==> src/sv/h_pattern_shifter_gear_decoder_assert.svh <==
// ----------------------------------------------------------------------------
// H-pattern shifter gear decoder: assertion macros
// Shared property wrappers, clocked on clk and quiet while arst_n is low.
// ----------------------------------------------------------------------------
`ifndef H_PATTERN_SHIFTER_GEAR_DECODER_ASSERT_SVH
`define H_PATTERN_SHIFTER_GEAR_DECODER_ASSERT_SVH

// Same-cycle implication.
`define HPSGD_ASSERT_NOW(label, ante, cons) \
	label: assert property (@(posedge clk) disable iff (!arst_n) (ante) |-> (cons)) \
		else $error("hpsgd: same-cycle check failed");

// Next-cycle implication.
`define HPSGD_ASSERT_NEXT(label, ante, cons) \
	label: assert property (@(posedge clk) disable iff (!arst_n) (ante) |=> (cons)) \
		else $error("hpsgd: next-cycle check failed");

`endif

==> src/sv/hpsgd_pkg.sv <==
// ----------------------------------------------------------------------------
// H-pattern shifter gear decoder package
// Types, register indexes, reset values and gear codes shared by the RTL.
// ----------------------------------------------------------------------------
package hpsgd_pkg;

	localparam int AxisW      = 10;
	localparam int PeriodW    = 16;
	localparam int TimeW      = 32;
	localparam int CfgIdxW    = 3;
	localparam int CfgDataW   = 16;
	localparam int InTdataW   = 56;
	localparam int OutTdataW  = 8;

	typedef logic [AxisW-1:0]   axis_t;
	typedef logic [PeriodW-1:0] period_t;
	typedef logic [TimeW-1:0]   time_ms_t;
	typedef logic signed [3:0]  gear_t;

	// Presence detector phases, also the link_state code on the output.
	typedef enum logic [1:0] {
		PH_CONNECTED    = 2'd0,
		PH_PLUGIN       = 2'd1,
		PH_UNPLUG       = 2'd2,
		PH_DISCONNECTED = 2'd3
	} link_phase_t;

	// Configuration register indexes.
	typedef enum logic [CfgIdxW-1:0] {
		REG_ODD_ENGAGE    = 3'd0,
		REG_ODD_RELEASE   = 3'd1,
		REG_EVEN_ENGAGE   = 3'd2,
		REG_EVEN_RELEASE  = 3'd3,
		REG_LEFT_EDGE     = 3'd4,
		REG_RIGHT_EDGE    = 3'd5,
		REG_STABLE_PERIOD = 3'd6
	} cfg_reg_t;

	// Thresholds that the gear decoder needs.
	typedef struct packed {
		axis_t odd_engage;
		axis_t odd_release;
		axis_t even_engage;
		axis_t even_release;
		axis_t left_edge;
		axis_t right_edge;
	} gear_cfg_t;

	localparam axis_t   RST_ODD_ENGAGE    = 10'd869;
	localparam axis_t   RST_ODD_RELEASE   = 10'd767;
	localparam axis_t   RST_EVEN_ENGAGE   = 10'd153;
	localparam axis_t   RST_EVEN_RELEASE  = 10'd255;
	localparam axis_t   RST_LEFT_EDGE     = 10'd204;
	localparam axis_t   RST_RIGHT_EDGE    = 10'd818;
	localparam period_t RST_STABLE_PERIOD = 16'd250;

	localparam gear_t GEAR_REVERSE = -4'sd1;
	localparam gear_t GEAR_NEUTRAL = 4'sd0;
	localparam gear_t GEAR_FIVE    = 4'sd5;
	localparam gear_t GEAR_SIX     = 4'sd6;
	localparam gear_t ROW_ODD      = 4'sd1;
	localparam gear_t ROW_EVEN     = 4'sd2;
	localparam gear_t GATE_MID     = 4'sd2;
	localparam gear_t GATE_RIGHT   = 4'sd4;

endpackage

==> src/sv/hpsgd_gear_dec.sv <==
// ----------------------------------------------------------------------------
// Gear decoder
// Maps stick position, reverse button and the held gear to the next gear.
// ----------------------------------------------------------------------------
module hpsgd_gear_dec (
	input  hpsgd_pkg::gear_cfg_t cfg,
	input  hpsgd_pkg::gear_t     prev_gear,
	input  hpsgd_pkg::axis_t     axis_x,
	input  hpsgd_pkg::axis_t     axis_y,
	input  logic                 reverse_pressed,
	output hpsgd_pkg::gear_t     gear
);

	logic             was_odd;
	logic             was_even;
	logic             keep;
	hpsgd_pkg::gear_t row_gear;
	hpsgd_pkg::gear_t gated_gear;
	hpsgd_pkg::gear_t rule_gear;

	always_comb begin
		// Reverse counts as an even-row gear for release hysteresis.
		was_odd  = (prev_gear != hpsgd_pkg::GEAR_REVERSE) && prev_gear[0];
		was_even = !was_odd && (prev_gear != hpsgd_pkg::GEAR_NEUTRAL);
		keep     = (was_odd && (axis_y > cfg.odd_release)) ||
		           (was_even && (axis_y < cfg.even_release));

		row_gear = hpsgd_pkg::GEAR_NEUTRAL;
		if (axis_y > cfg.odd_engage) begin
			row_gear = hpsgd_pkg::ROW_ODD;
		end else if (axis_y < cfg.even_engage) begin
			row_gear = hpsgd_pkg::ROW_EVEN;
		end

		gated_gear = row_gear;
		if (row_gear != hpsgd_pkg::GEAR_NEUTRAL) begin
			if (axis_x > cfg.right_edge) begin
				gated_gear = row_gear + hpsgd_pkg::GATE_RIGHT;
			end else if (axis_x >= cfg.left_edge) begin
				gated_gear = row_gear + hpsgd_pkg::GATE_MID;
			end
		end

		// Reverse rules: button blocks fifth, sixth turns into reverse.
		rule_gear = gated_gear;
		if (reverse_pressed && (gated_gear == hpsgd_pkg::GEAR_FIVE)) begin
			rule_gear = hpsgd_pkg::GEAR_NEUTRAL;
		end else if ((reverse_pressed || (prev_gear == hpsgd_pkg::GEAR_REVERSE)) &&
		             (gated_gear == hpsgd_pkg::GEAR_SIX)) begin
			rule_gear = hpsgd_pkg::GEAR_REVERSE;
		end

		gear = keep ? prev_gear : rule_gear;
	end

endmodule

==> src/sv/h_pattern_shifter_gear_decoder.sv <==
// ----------------------------------------------------------------------------
// H-pattern shifter gear decoder, top level
// Presence detector plus gear decode, one result word per poll word.
// ----------------------------------------------------------------------------
//
// Channel   Direction  Handshake                    Payload
// s_axis    in         s_axis_tvalid/s_axis_tready  poll word (level, X, Y, rev, ms)
// m_axis    out        m_axis_tvalid/m_axis_tready  result word (gear, changed, link)
// cfg       in         cfg_valid/cfg_ready          register index + write data
//
// Cycles: one poll word per clock sustained while m_axis_tready is high; a word
// is held in the input register, and its result is registered in the output
// register as it advances. The link/gear state update is the loop that sets the rate.
// Reset: link connected, level high, edge time 0, gear neutral, default thresholds.
// Stalls: cfg_ready stays high; with a result pending and m_axis_tready low,
// the input register holds and s_axis_tready drops once it is full.
// ----------------------------------------------------------------------------
`include "h_pattern_shifter_gear_decoder_assert.svh"

module h_pattern_shifter_gear_decoder (
	input  logic                                 clk,
	input  logic                                 arst_n,
	// configuration write channel
	input  logic                                 cfg_valid,
	output logic                                 cfg_ready,
	input  logic [hpsgd_pkg::CfgIdxW-1:0]        cfg_index,
	input  logic [hpsgd_pkg::CfgDataW-1:0]       cfg_data,
	// poll words
	input  logic                                 s_axis_tvalid,
	output logic                                 s_axis_tready,
	// [0] detect_level, [10:1] axis_x, [20:11] axis_y, [21] reverse_pressed,
	// [53:22] now_ms, [55:54] zero
	input  logic [hpsgd_pkg::InTdataW-1:0]       s_axis_tdata,
	// result words
	output logic                                 m_axis_tvalid,
	input  logic                                 m_axis_tready,
	// [3:0] gear (signed), [4] gear_changed, [6:5] link_state, [7] zero
	output logic [hpsgd_pkg::OutTdataW-1:0]      m_axis_tdata
);

	// Configuration registers.
	hpsgd_pkg::gear_cfg_t        gear_cfg_q;
	hpsgd_pkg::period_t          stable_period_q;

	// Input register.
	logic                        valid_s1;
	logic                        detect_s1;
	hpsgd_pkg::axis_t            axis_x_s1;
	hpsgd_pkg::axis_t            axis_y_s1;
	logic                        reverse_s1;
	hpsgd_pkg::time_ms_t         now_s1;

	// Detector and gear state.
	hpsgd_pkg::link_phase_t      phase_q;
	hpsgd_pkg::link_phase_t      phase_d;
	logic                        last_level_q;
	logic                        last_level_d;
	hpsgd_pkg::time_ms_t         edge_time_q;
	hpsgd_pkg::time_ms_t         edge_time_d;
	hpsgd_pkg::gear_t            held_gear_q;

	// Result register.
	logic                        out_valid_q;
	hpsgd_pkg::gear_t            out_gear_q;
	logic                        out_changed_q;
	hpsgd_pkg::link_phase_t      out_link_q;

	hpsgd_pkg::gear_t            dec_gear;
	hpsgd_pkg::gear_t            res_gear;
	logic                        res_changed;
	hpsgd_pkg::time_ms_t         elapsed;
	logic                        period_met;
	logic                        s_accept;
	logic                        advance;

	// Result word classification for the checks.
	logic                        out_unplug;
	logic                        out_holding;
	logic                        out_gear_ok;

	// ------------------------------------------------------------------
	// Handshake: the input register moves into the result register when
	// the result register is empty or being drained this cycle.
	// ------------------------------------------------------------------
	assign advance       = valid_s1 && (!out_valid_q || m_axis_tready);
	assign s_axis_tready = !valid_s1 || !out_valid_q || m_axis_tready;
	assign s_accept      = s_axis_tvalid && s_axis_tready;
	assign cfg_ready     = 1'b1;

	always_ff @(posedge clk or negedge arst_n) begin
		if (!arst_n) begin
			valid_s1 <= 1'b0;
		end else if (s_accept) begin
			valid_s1 <= 1'b1;
		end else if (advance) begin
			valid_s1 <= 1'b0;
		end
	end

	// Capture the poll word; no reset on payload.
	always_ff @(posedge clk) begin
		if (s_accept) begin
			detect_s1  <= s_axis_tdata[0];
			axis_x_s1  <= s_axis_tdata[10:1];
			axis_y_s1  <= s_axis_tdata[20:11];
			reverse_s1 <= s_axis_tdata[21];
			now_s1     <= s_axis_tdata[53:22];
		end
	end

	// ------------------------------------------------------------------
	// Configuration writes; indexes past the list are dropped.
	// ------------------------------------------------------------------
	always_ff @(posedge clk or negedge arst_n) begin
		if (!arst_n) begin
			gear_cfg_q.odd_engage   <= hpsgd_pkg::RST_ODD_ENGAGE;
			gear_cfg_q.odd_release  <= hpsgd_pkg::RST_ODD_RELEASE;
			gear_cfg_q.even_engage  <= hpsgd_pkg::RST_EVEN_ENGAGE;
			gear_cfg_q.even_release <= hpsgd_pkg::RST_EVEN_RELEASE;
			gear_cfg_q.left_edge    <= hpsgd_pkg::RST_LEFT_EDGE;
			gear_cfg_q.right_edge   <= hpsgd_pkg::RST_RIGHT_EDGE;
			stable_period_q         <= hpsgd_pkg::RST_STABLE_PERIOD;
		end else if (cfg_valid && cfg_ready) begin
			case (cfg_index)
				hpsgd_pkg::REG_ODD_ENGAGE: begin
					gear_cfg_q.odd_engage <= cfg_data[hpsgd_pkg::AxisW-1:0];
				end
				hpsgd_pkg::REG_ODD_RELEASE: begin
					gear_cfg_q.odd_release <= cfg_data[hpsgd_pkg::AxisW-1:0];
				end
				hpsgd_pkg::REG_EVEN_ENGAGE: begin
					gear_cfg_q.even_engage <= cfg_data[hpsgd_pkg::AxisW-1:0];
				end
				hpsgd_pkg::REG_EVEN_RELEASE: begin
					gear_cfg_q.even_release <= cfg_data[hpsgd_pkg::AxisW-1:0];
				end
				hpsgd_pkg::REG_LEFT_EDGE: begin
					gear_cfg_q.left_edge <= cfg_data[hpsgd_pkg::AxisW-1:0];
				end
				hpsgd_pkg::REG_RIGHT_EDGE: begin
					gear_cfg_q.right_edge <= cfg_data[hpsgd_pkg::AxisW-1:0];
				end
				hpsgd_pkg::REG_STABLE_PERIOD: begin
					stable_period_q <= cfg_data[hpsgd_pkg::PeriodW-1:0];
				end
				default: begin
				end
			endcase
		end
	end

	// ------------------------------------------------------------------
	// Presence detector, next state.
	// Elapsed time wraps modulo 2^32, matching the free-running timestamp.
	// ------------------------------------------------------------------
	assign elapsed    = now_s1 - edge_time_q;
	assign period_met = elapsed >= {{(hpsgd_pkg::TimeW-hpsgd_pkg::PeriodW){1'b0}},
	                                stable_period_q};

	always_comb begin
		phase_d      = phase_q;
		last_level_d = last_level_q;
		edge_time_d  = edge_time_q;
		if (detect_s1 && (phase_q == hpsgd_pkg::PH_CONNECTED)) begin
			// Connected and present: nothing to do.
		end else if (detect_s1 != last_level_q) begin
			// Edge on the detect pin: restart the stability timer.
			last_level_d = detect_s1;
			edge_time_d  = now_s1;
			phase_d      = detect_s1 ? hpsgd_pkg::PH_PLUGIN : hpsgd_pkg::PH_UNPLUG;
		end else if (detect_s1) begin
			if (period_met) begin
				phase_d = hpsgd_pkg::PH_CONNECTED;
			end
		end else if (phase_q == hpsgd_pkg::PH_UNPLUG) begin
			phase_d = hpsgd_pkg::PH_DISCONNECTED;
		end
	end

	// ------------------------------------------------------------------
	// Gear decode, used only when the new phase is connected.
	// ------------------------------------------------------------------
	hpsgd_gear_dec u_gear_dec (
		.cfg             (gear_cfg_q),
		.prev_gear       (held_gear_q),
		.axis_x          (axis_x_s1),
		.axis_y          (axis_y_s1),
		.reverse_pressed (reverse_s1),
		.gear            (dec_gear)
	);

	// Result by phase: decode when connected, force neutral on unplug,
	// hold the gear otherwise.
	always_comb begin
		res_gear    = held_gear_q;
		res_changed = 1'b0;
		case (phase_d)
			hpsgd_pkg::PH_CONNECTED: begin
				res_gear    = dec_gear;
				res_changed = (dec_gear != held_gear_q);
			end
			hpsgd_pkg::PH_UNPLUG: begin
				res_gear    = hpsgd_pkg::GEAR_NEUTRAL;
				res_changed = (held_gear_q != hpsgd_pkg::GEAR_NEUTRAL);
			end
			default: begin
			end
		endcase
	end

	// Commit state as the word moves into the result register.
	always_ff @(posedge clk or negedge arst_n) begin
		if (!arst_n) begin
			phase_q      <= hpsgd_pkg::PH_CONNECTED;
			last_level_q <= 1'b1;
			edge_time_q  <= '0;
			held_gear_q  <= hpsgd_pkg::GEAR_NEUTRAL;
		end else if (advance) begin
			phase_q      <= phase_d;
			last_level_q <= last_level_d;
			edge_time_q  <= edge_time_d;
			held_gear_q  <= res_gear;
		end
	end

	// ------------------------------------------------------------------
	// Result register.
	// ------------------------------------------------------------------
	always_ff @(posedge clk or negedge arst_n) begin
		if (!arst_n) begin
			out_valid_q <= 1'b0;
		end else if (advance) begin
			out_valid_q <= 1'b1;
		end else if (m_axis_tready) begin
			out_valid_q <= 1'b0;
		end
	end

	always_ff @(posedge clk) begin
		if (advance) begin
			out_gear_q    <= res_gear;
			out_changed_q <= res_changed;
			out_link_q    <= phase_d;
		end
	end

	assign m_axis_tvalid = out_valid_q;
	assign m_axis_tdata  = {1'b0, out_link_q, out_changed_q, out_gear_q};

	// ------------------------------------------------------------------
	// Checks.
	// ------------------------------------------------------------------
	assign out_unplug  = out_valid_q && (out_link_q == hpsgd_pkg::PH_UNPLUG);
	assign out_holding = out_valid_q && ((out_link_q == hpsgd_pkg::PH_PLUGIN) ||
	                     (out_link_q == hpsgd_pkg::PH_DISCONNECTED));
	assign out_gear_ok = (out_gear_q >= hpsgd_pkg::GEAR_REVERSE) &&
	                     (out_gear_q <= hpsgd_pkg::GEAR_SIX);

	// A shown result always matches the held gear.
	`HPSGD_ASSERT_NOW(a_out_matches_held, out_valid_q, out_gear_q == held_gear_q)
	// Connected implies the last seen detect level was high.
	`HPSGD_ASSERT_NOW(a_connected_level, phase_q == hpsgd_pkg::PH_CONNECTED, last_level_q)
	// An unplug result reports neutral.
	`HPSGD_ASSERT_NOW(a_unplug_neutral, out_unplug, out_gear_q == hpsgd_pkg::GEAR_NEUTRAL)
	// Plugging in or disconnected never reports a change.
	`HPSGD_ASSERT_NOW(a_hold_no_change, out_holding, !out_changed_q)
	// Gear stays within reverse to sixth.
	`HPSGD_ASSERT_NOW(a_gear_range, out_valid_q, out_gear_ok)
	// State moves only when a word advances.
	`HPSGD_ASSERT_NEXT(a_state_hold, !advance, $stable(held_gear_q) && $stable(phase_q))

endmodule

==> config.mk <==
export PLATFORM = sky130hd
export DESIGN_NAME = h_pattern_shifter_gear_decoder
export DESIGN_NICKNAME = d
export VERILOG_FILES = /design/src/sv/hpsgd_pkg.sv /design/src/sv/hpsgd_gear_dec.sv /design/src/sv/h_pattern_shifter_gear_decoder.sv
export VERILOG_INCLUDE_DIRS = /design/src /design/src/sv
export SDC_FILE = /design/constraint.sdc
export NUM_CORES = 1
export LEC_CHECK = 0
export BUFFER_PORTS_ARGS = -buffer_cell sky130_fd_sc_hd__buf_2
export CAP_MARGIN = 15
export CORE_MARGIN = 4
export CORE_UTILIZATION = 32
export DETAILED_ROUTE_END_ITERATION = 6
export GPL_TIMING_DRIVEN = 0
export SLEW_MARGIN = 20
export SYNTH_ARGS = -nofsm -noshare
export SYNTH_HDL_FRONTEND = slang
export SYNTH_HIERARCHICAL = 1
export SYNTH_SLANG_ARGS = --single-unit
export TNS_END_PERCENT = 5
==> constraint.sdc <==
create_clock -name clk -period 6.1 [get_ports clk]
set_clock_uncertainty 0.05 [all_clocks]
set_input_delay 0.61 -clock clk [delete_from_list [all_inputs] [get_ports clk]]
set_output_delay 0.61 -clock clk [all_outputs]
set_load 0.02 [all_outputs]
## After elaboration in Yosys (flattened, before gate mapping)

Cells that the tools add are included.

- $add $sub $neg: 3
- Order comparisons: 7
- Equality and inequality tests: 14
- Muxes and demuxes: 20
- Bitwise logic cells: 1
- Reductions and logical operators: 32

Operators with widths:

| kind | count |
|---|---|
| $ge 32x16->1 | 1 |
| $sub 32x32->32 | 1 |
| $gt 10x10->1 | 3 |
| $mux 4 | 7 |
| $lt 10x10->1 | 2 |
| $mux 2 | 7 |
| $reduce_and 2->1 | 7 |
| $ge 10x10->1 | 1 |
| $eq 3x3->1 const B | 3 |
| $logic_and 1x1->1 | 9 |
| $eq 4x4->1 const B | 2 |
| $pmux 4 s2 | 1 |
| $reduce_bool 4->1 | 2 |
| $eq 3x2->1 const B | 2 |
| $logic_or 1x1->1 | 5 |
| $add 4x3->4 const B | 1 |
| $add 4x4->4 const B | 1 |
| $eq 2x2->1 const B | 2 |
| $eq 4x1->1 const B | 1 |
| $logic_not 2->1 | 2 |
| $mux 1 | 4 |
| $ne 4x1->1 const B | 1 |
| $ne 4x4->1 | 1 |
| $reduce_bool 2->1 | 2 |
| other kinds (7) | 9 |

- Register bits after elaboration: 178
- Bits of input ports: 80
- Output and inout bits: 11
- Word-level logic and storage cells: 98

## Depth between registers and ports, before layout

- Depth after elaboration: 14
- Gate-level depth with buffers: 19

## By module

Netlist, hierarchy kept.

Modules (own cells, without submodules):

| module | instances | cells each | area an instance (um^2) |
|---|---|---|---|
| h_pattern_shifter_gear_decoder | 1 | 712 | 8,902.3 |
| hpsgd_gear_dec | 1 | 223 | 1,622.8 |

## Worst setup path after synthesis

Ideal clock, no wire load.

- Path type: register to register
- Start point: register now_s1[9]
- End point: register out_gear_q[0] (data pin)
- Setup time: 0.256 ns
- Data arrival time: 4.251 ns
- Required time: 5.794 ns
- Slack: 1.543 ns
- Cell stages (with the launch flop): 19
- Cell sequence: edfxtp_1 ha_1 buf_2 and4_1 nand3_1 a211oi_2 nor3_1 o21ai_0 xor2_1 ha_1 a21oi_1 o21ai_0 a311oi_1 o2111ai_1 or4_1 nor4_2 o2111ai_2 o31a_1 a22o_1

- Longest elaborated chain between the ends: 8
- Elaborated cells on any way between the ends: 9
- Classes of those cells: add/sub: 1; order compare: 1; eq/ne: 1; mux: 5; reduce/logical: 1

Ends and longest elaborated chain:

| item | RTL line | source |
|---|---|---|
| from (decl) | h_pattern_shifter_gear_decoder.sv:51 | `hpsgd_pkg::time_ms_t now_s1;` |
| from (signal assigned) | h_pattern_shifter_gear_decoder.sv:107 | `now_s1 <= s_axis_tdata[53:22];` |
| $sub 32x32->32 * | h_pattern_shifter_gear_decoder.sv:156 | `assign elapsed = now_s1 - edge_time_q;` |
| $ge 32x16->1 * | h_pattern_shifter_gear_decoder.sv:157 | `assign period_met = elapsed >= {{(hpsgd_pkg::TimeW-hpsgd_pkg::PeriodW){1'b0}},` |
| $mux 2 * | h_pattern_shifter_gear_decoder.sv:172 | `if (period_met) begin` |
| $mux 2 * | h_pattern_shifter_gear_decoder.sv:171 | `end else if (detect_s1) begin` |
| $mux 2 * | h_pattern_shifter_gear_decoder.sv:166 | `end else if (detect_s1 != last_level_q) begin` |
| $mux 2 * | h_pattern_shifter_gear_decoder.sv:164 | `if (detect_s1 && (phase_q == hpsgd_pkg::PH_CONNECTED)) begin` |
| $eq 2x2->1 / $logic_not 2->1 (equally long branches) | h_pattern_shifter_gear_decoder.sv:197 | `case (phase_d)` |
| $pmux 4 s2 * | h_pattern_shifter_gear_decoder.sv:197 |  |
| via res_gear[0] | h_pattern_shifter_gear_decoder.sv:69 | `hpsgd_pkg::gear_t res_gear;` |
| to (signal assigned) | h_pattern_shifter_gear_decoder.sv:241 | `out_gear_q <= res_gear;` |
| to (decl) | h_pattern_shifter_gear_decoder.sv:64 | `hpsgd_pkg::gear_t out_gear_q;` |

Mark *: on every way through the listed nets, which the timed path passes. The rest lies on a longest branch.
A chain may end at the register's enable or synchronous reset.

## Worst setup path in the final report

- Start point: register now_s1[9]
- End point: register out_gear_q[3] (data pin)

The elaborated chain is that of the path after synthesis.

==> run_results.csv <==
group,metric,value,unit
sta,fin_crit,5.29,ns
global_routing,grt_overflow_total,0,
floorplan,coreArea,32500,um2
clock_tree,cts_inserted_buffers,17,
cells_and_area,diodes,0,
setup_path,crit_required,6.24,ns
floorplan,dieArea,35900,um2
setup_path,crit_fanout,8,
clock_tree,postCtsSetupRepairBufs,0,
logic_synthesis,netlist_instances,935,
pwr,clkPwrFrac,20.2,%
setup_path,end_kind,"register",
detailed_routing,drtIter0Drc,316,
sta,slew_headroom,45.4,%
setup_path,r2r_setup_slack,0.81,ns
logic_synthesis,avgSynthCellArea,11.3,um2
global_routing,grt_pass1_wl,38.6,mm
floorplan,row_count,66,
sta,rsz0062_at_grt,"false",
pwr,leakage,5.33,nW
detailed_routing,viasPerCell,4.86,
logic_synthesis,synthFlopType,"dfrtp_1",
setup_path,crit_path_start,"now_s1[9]$_DFFE_PP_",
pwr,peakVddDrop,0.252,mV
logic_synthesis,netlist_top_cells_area,"dfrtp_1 18%, edfxtp_1 17%, ha_1 13%",
sta,fmax,189,MHz
worst_hold_path,min_path_type,"in -> async",
detailed_routing,drt_wl_total,23.4,mm
floorplan,start_util,32.4,%
logic_synthesis,synth_nets,1122,
sta,period_share,86.7,%
pwr,power_frac_seq,33.5,%
clock_tree,clock-sinks,178,
sta,setup_viol,0,
setup_path,critPathCapture,"out_gear_q[3]$_DFFE_PP_",
clock_tree,cts_resized,0,
logic_synthesis,synth_top_area_share,17.6,%
setup_path,max_stage_delay,0.55,ns
flow_run,max_cap_viol_count,0,
detailed_routing,drt-pass1-iter-count,4,
clock_tree,ctsHoldBuffers,0,
setup_path,crit_chain,"ha_1 -> buf_2 -> and4_1 -> nand3_1 -> a211oi_2 -> nor3_1 -> o21ai_0 -> xor2_1 -> ha_1 -> a21oi_1 -> o21ai_0 -> a311oi_1 -> o2111ai_1 -> or4_1 -> nor4_2 -> o2111ai_2 -> o31a_1 -> a22o_1",
cells_and_area,area_growth,15.2,%
global_routing,track_usage,13.5,%
setup_path,critPathArrivalTime,5.42,ns
detailed_routing,drtAntennaViolNets,0,
pwr,power_density,428,nW/um2
placed_design,finalWeightedCongestion,0.823,
logic_synthesis,synth_seq_cells,178,
global_routing,grt_pass1_vias,7464,
global_routing,grt_max_degree,63,
cells_and_area,final_core_util,37.4,%
logic_synthesis,yosysSeqAreaShare,45.7,%
setup_path,crit_path_top_delay_cell,"or4_1",
logic_synthesis,synth.distinct_cells,79,
sta,hold_violations,0,
setup_path,worstReg2RegStart,"now_s1[9]$_DFFE_PP_",
floorplan,die_h,189,um
pwr,pwr-share-comb,46.3,%
sta,holdWs,0.0294,ns
placed_design,hpwlAfterDp,17.7,mm
cells_and_area,most-common-layout-cells,"116 x inv_1, 112 x mux2_2, 106 x ha_1",
clock_tree,htreeDepth,4,
cells_and_area,layout_commonest_cell,"inv_1",
detailed_routing,drc_errors,0,
sta,final.setup.tns,0,ns
clock_tree,insertion_delay,0.43,ns
floorplan,num_io_pins,91,
logic_synthesis,yosys.area.top_type,"dfrtp_1",
sta,tightest_slew,0.815,ns
logic_synthesis,synth_async_sr_flop_share,65.7,%
clock_tree,clockRootBuffer,"clkbuf_16",
pwr,netSwitchingPower,1.98,mW
clock_tree,cts_tree,"built",
detailed_routing,routedWlPerCell,15.6,um
cells_and_area,drive_gt1_share,28.4,%
logic_synthesis,synth_enable_flop_cells,61,
clock_tree,cts.clk_slew.worst_paths,0.07,ns
cells_and_area,layout.nets,1228,
pwr,swShare,38.2,%
setup_path,reg2reg_depth,18,
status,status,"complete, no violations",
detailed_routing,vias,7266,
setup_path,reg2reg_to,"out_gear_q[3]$_DFFE_PP_",
clock_tree,clockBufferDepth,2,
cells_and_area,fill_cells,3224,
setup_path,crit_type,"reg -> reg",
logic_synthesis,ys.warnings.count,6,
placed_design,io_buffers,84,
setup_path,critPathLaunchType,"register",
floorplan,die_x,189,um
sta,final-max-slew-violation-count,0,
logic_synthesis,syn_area,10500,um2
global_routing,antenna_found_initial,0,
pwr,internal_power,3.21,mW
-- layout make-up --
| class | instances | area [um2] | share of cell area [%] |
|---|---|---|---|
| tap | 442 | 553 | 4.56 |
| inverter | 117 | 439 | 3.62 |
| timing repair buffer | 87 | 485 | 4.00 |
| clock inverter | 13 | 98.8 | 0.815 |
| sequential | 178 | 4810 | 39.7 |
| buffer | 23 | 101 | 0.836 |
| multi-input combinational | 617 | 5180 | 42.7 |
| clock buffer | 19 | 454 | 3.74 |
-- worst max-delay path: cells and delay by family (launching register included) --
kind            cells  cell delay (ns)
compound gates      9             2.23
simple gates        5             1.32
fa+ha+maj           2             0.59
flops               1             0.41
xor+xnor            1             0.24
buf+inv             1             0.18
-- routing by layer --
metal | part of all wire, % | up-vias | GRT usage [%]
li1 | - | 3602 | -
met1 | 48 | 3538 | 18.5
met2 | 46 | 103 | 21.7
met3 | 3.5 | 23 | 2.73
met4 | 1.9 | 0 | 3.78
met5 | 0 | - | 0
-- worst min path at each step --
| stage | slack [ns] | from | to |
|---|---|---|---|
| 2_1_floorplan | 0.26 | arst_n | edge_time_q[0]$_DFFE_PN0P_ |
| 3_3_place_gp | 0.42 | valid_s1$_DFFE_PN0P_ | m_axis_tvalid$_DFFE_PN0P_ |
| 3_5_place_dp | 0.44 | valid_s1$_DFFE_PN0P_ | m_axis_tvalid$_DFFE_PN0P_ |
| 4_1_cts | 0.05 | arst_n | gear_cfg_q[31]$_DFFE_PN0P_ |
| 5_1_grt | 0.05 | arst_n | gear_cfg_q[31]$_DFFE_PN0P_ |
| 6_report | 0.03 | arst_n | gear_cfg_q[31]$_DFFE_PN0P_ |
-- cells in the mapped netlist (3+ instances only) --
library cell	count
ha_1	106
a22o_1	4
nand4_1	9
nor3b_1	4
a21boi_0	4
o2111ai_1	4
o21ai_1	12
a211oi_1	14
o211ai_1	7
xnor2_1	16
edfxtp_1	61
mux2_2	112
clkbuf_1	15
nand3b_1	3
nor2b_1	8
nand3_1	9
buf_2	3
and3_1	4
a21oi_2	3
a21o_1	17
and2_1	4
buf_4	3
nor3_1	12
a32o_1	4
nor2_1	33
o21bai_1	6
o21a_1	8
o21ai_0	32
nand2b_1	21
a21oi_1	46
dfrtp_1	74
dfstp_2	43
nand2_1	37
nand4b_1	3
o211a_1	3
a31oi_1	7
mux2i_1	3
inv_1	116
xor2_1	11
-- logic make-up (layout without fill, tap and decap cells) --
| group | Yosys count | after routing | synth area share, % |
|---|---|---|---|
| AOI/OAI and AO/OA | 206 | 206 | 13.6 |
| DFF | 178 | 178 | 45.7 |
| and+or+nand+nor | 160 | 160 | 8.11 |
| buffers and inverters | 140 | 259 | 5.14 |
| muxes | 115 | 115 | 12.3 |
| adders and majority gates | 107 | 107 | 12.8 |
| xor gates and xnor gates | 27 | 27 | 2.25 |
| other | 2 | 2 | 0.0714 |
-- power by group through the flow --
stage | Combinational [mW] | Sequential [mW] | Clock, mW
final | 2.40 | 1.74 | 1.05
after global placement | 2.34 | 1.75 | 0
after floorplan | 1.86 | 1.73 | 0
after CTS | 2.42 | 1.74 | 1.09
after detailed placement | 2.40 | 1.76 | 0
after global routing | 2.74 | 1.78 | 1.14
-- registers in the layout, indices dropped and copies added, names as in the netlist --
name             flops
axis_x_s1           10
stable_period_q     16
axis_y_s1           10
last_level_q         1
held_gear_q          4
out_link_q           2
now_s1              32
phase_q              2
out_changed_q        1
m_axis_tvalid        1
valid_s1             1
reverse_s1           1
gear_cfg_q          60
edge_time_q         32
out_gear_q           4
detect_s1            1
-- per-stage QoR --
stage | instance area (um2) | cells | power, mW | setup WS, ns
finish | 12100 | 1496 | 5.19 | 0.814
global route | 12100 | 1496 | 5.66 | 0.387
CTS | 12100 | 1496 | 5.25 | 0.722
detailed placement | 11600 | 1464 | 4.16 | 0.744
global placement | 11500 | 1461 | 4.10 | 0.796
floorplan | 10500 | 935 | 3.59 | 1.54
Note: power is estimated with default switching activity, not from simulation.
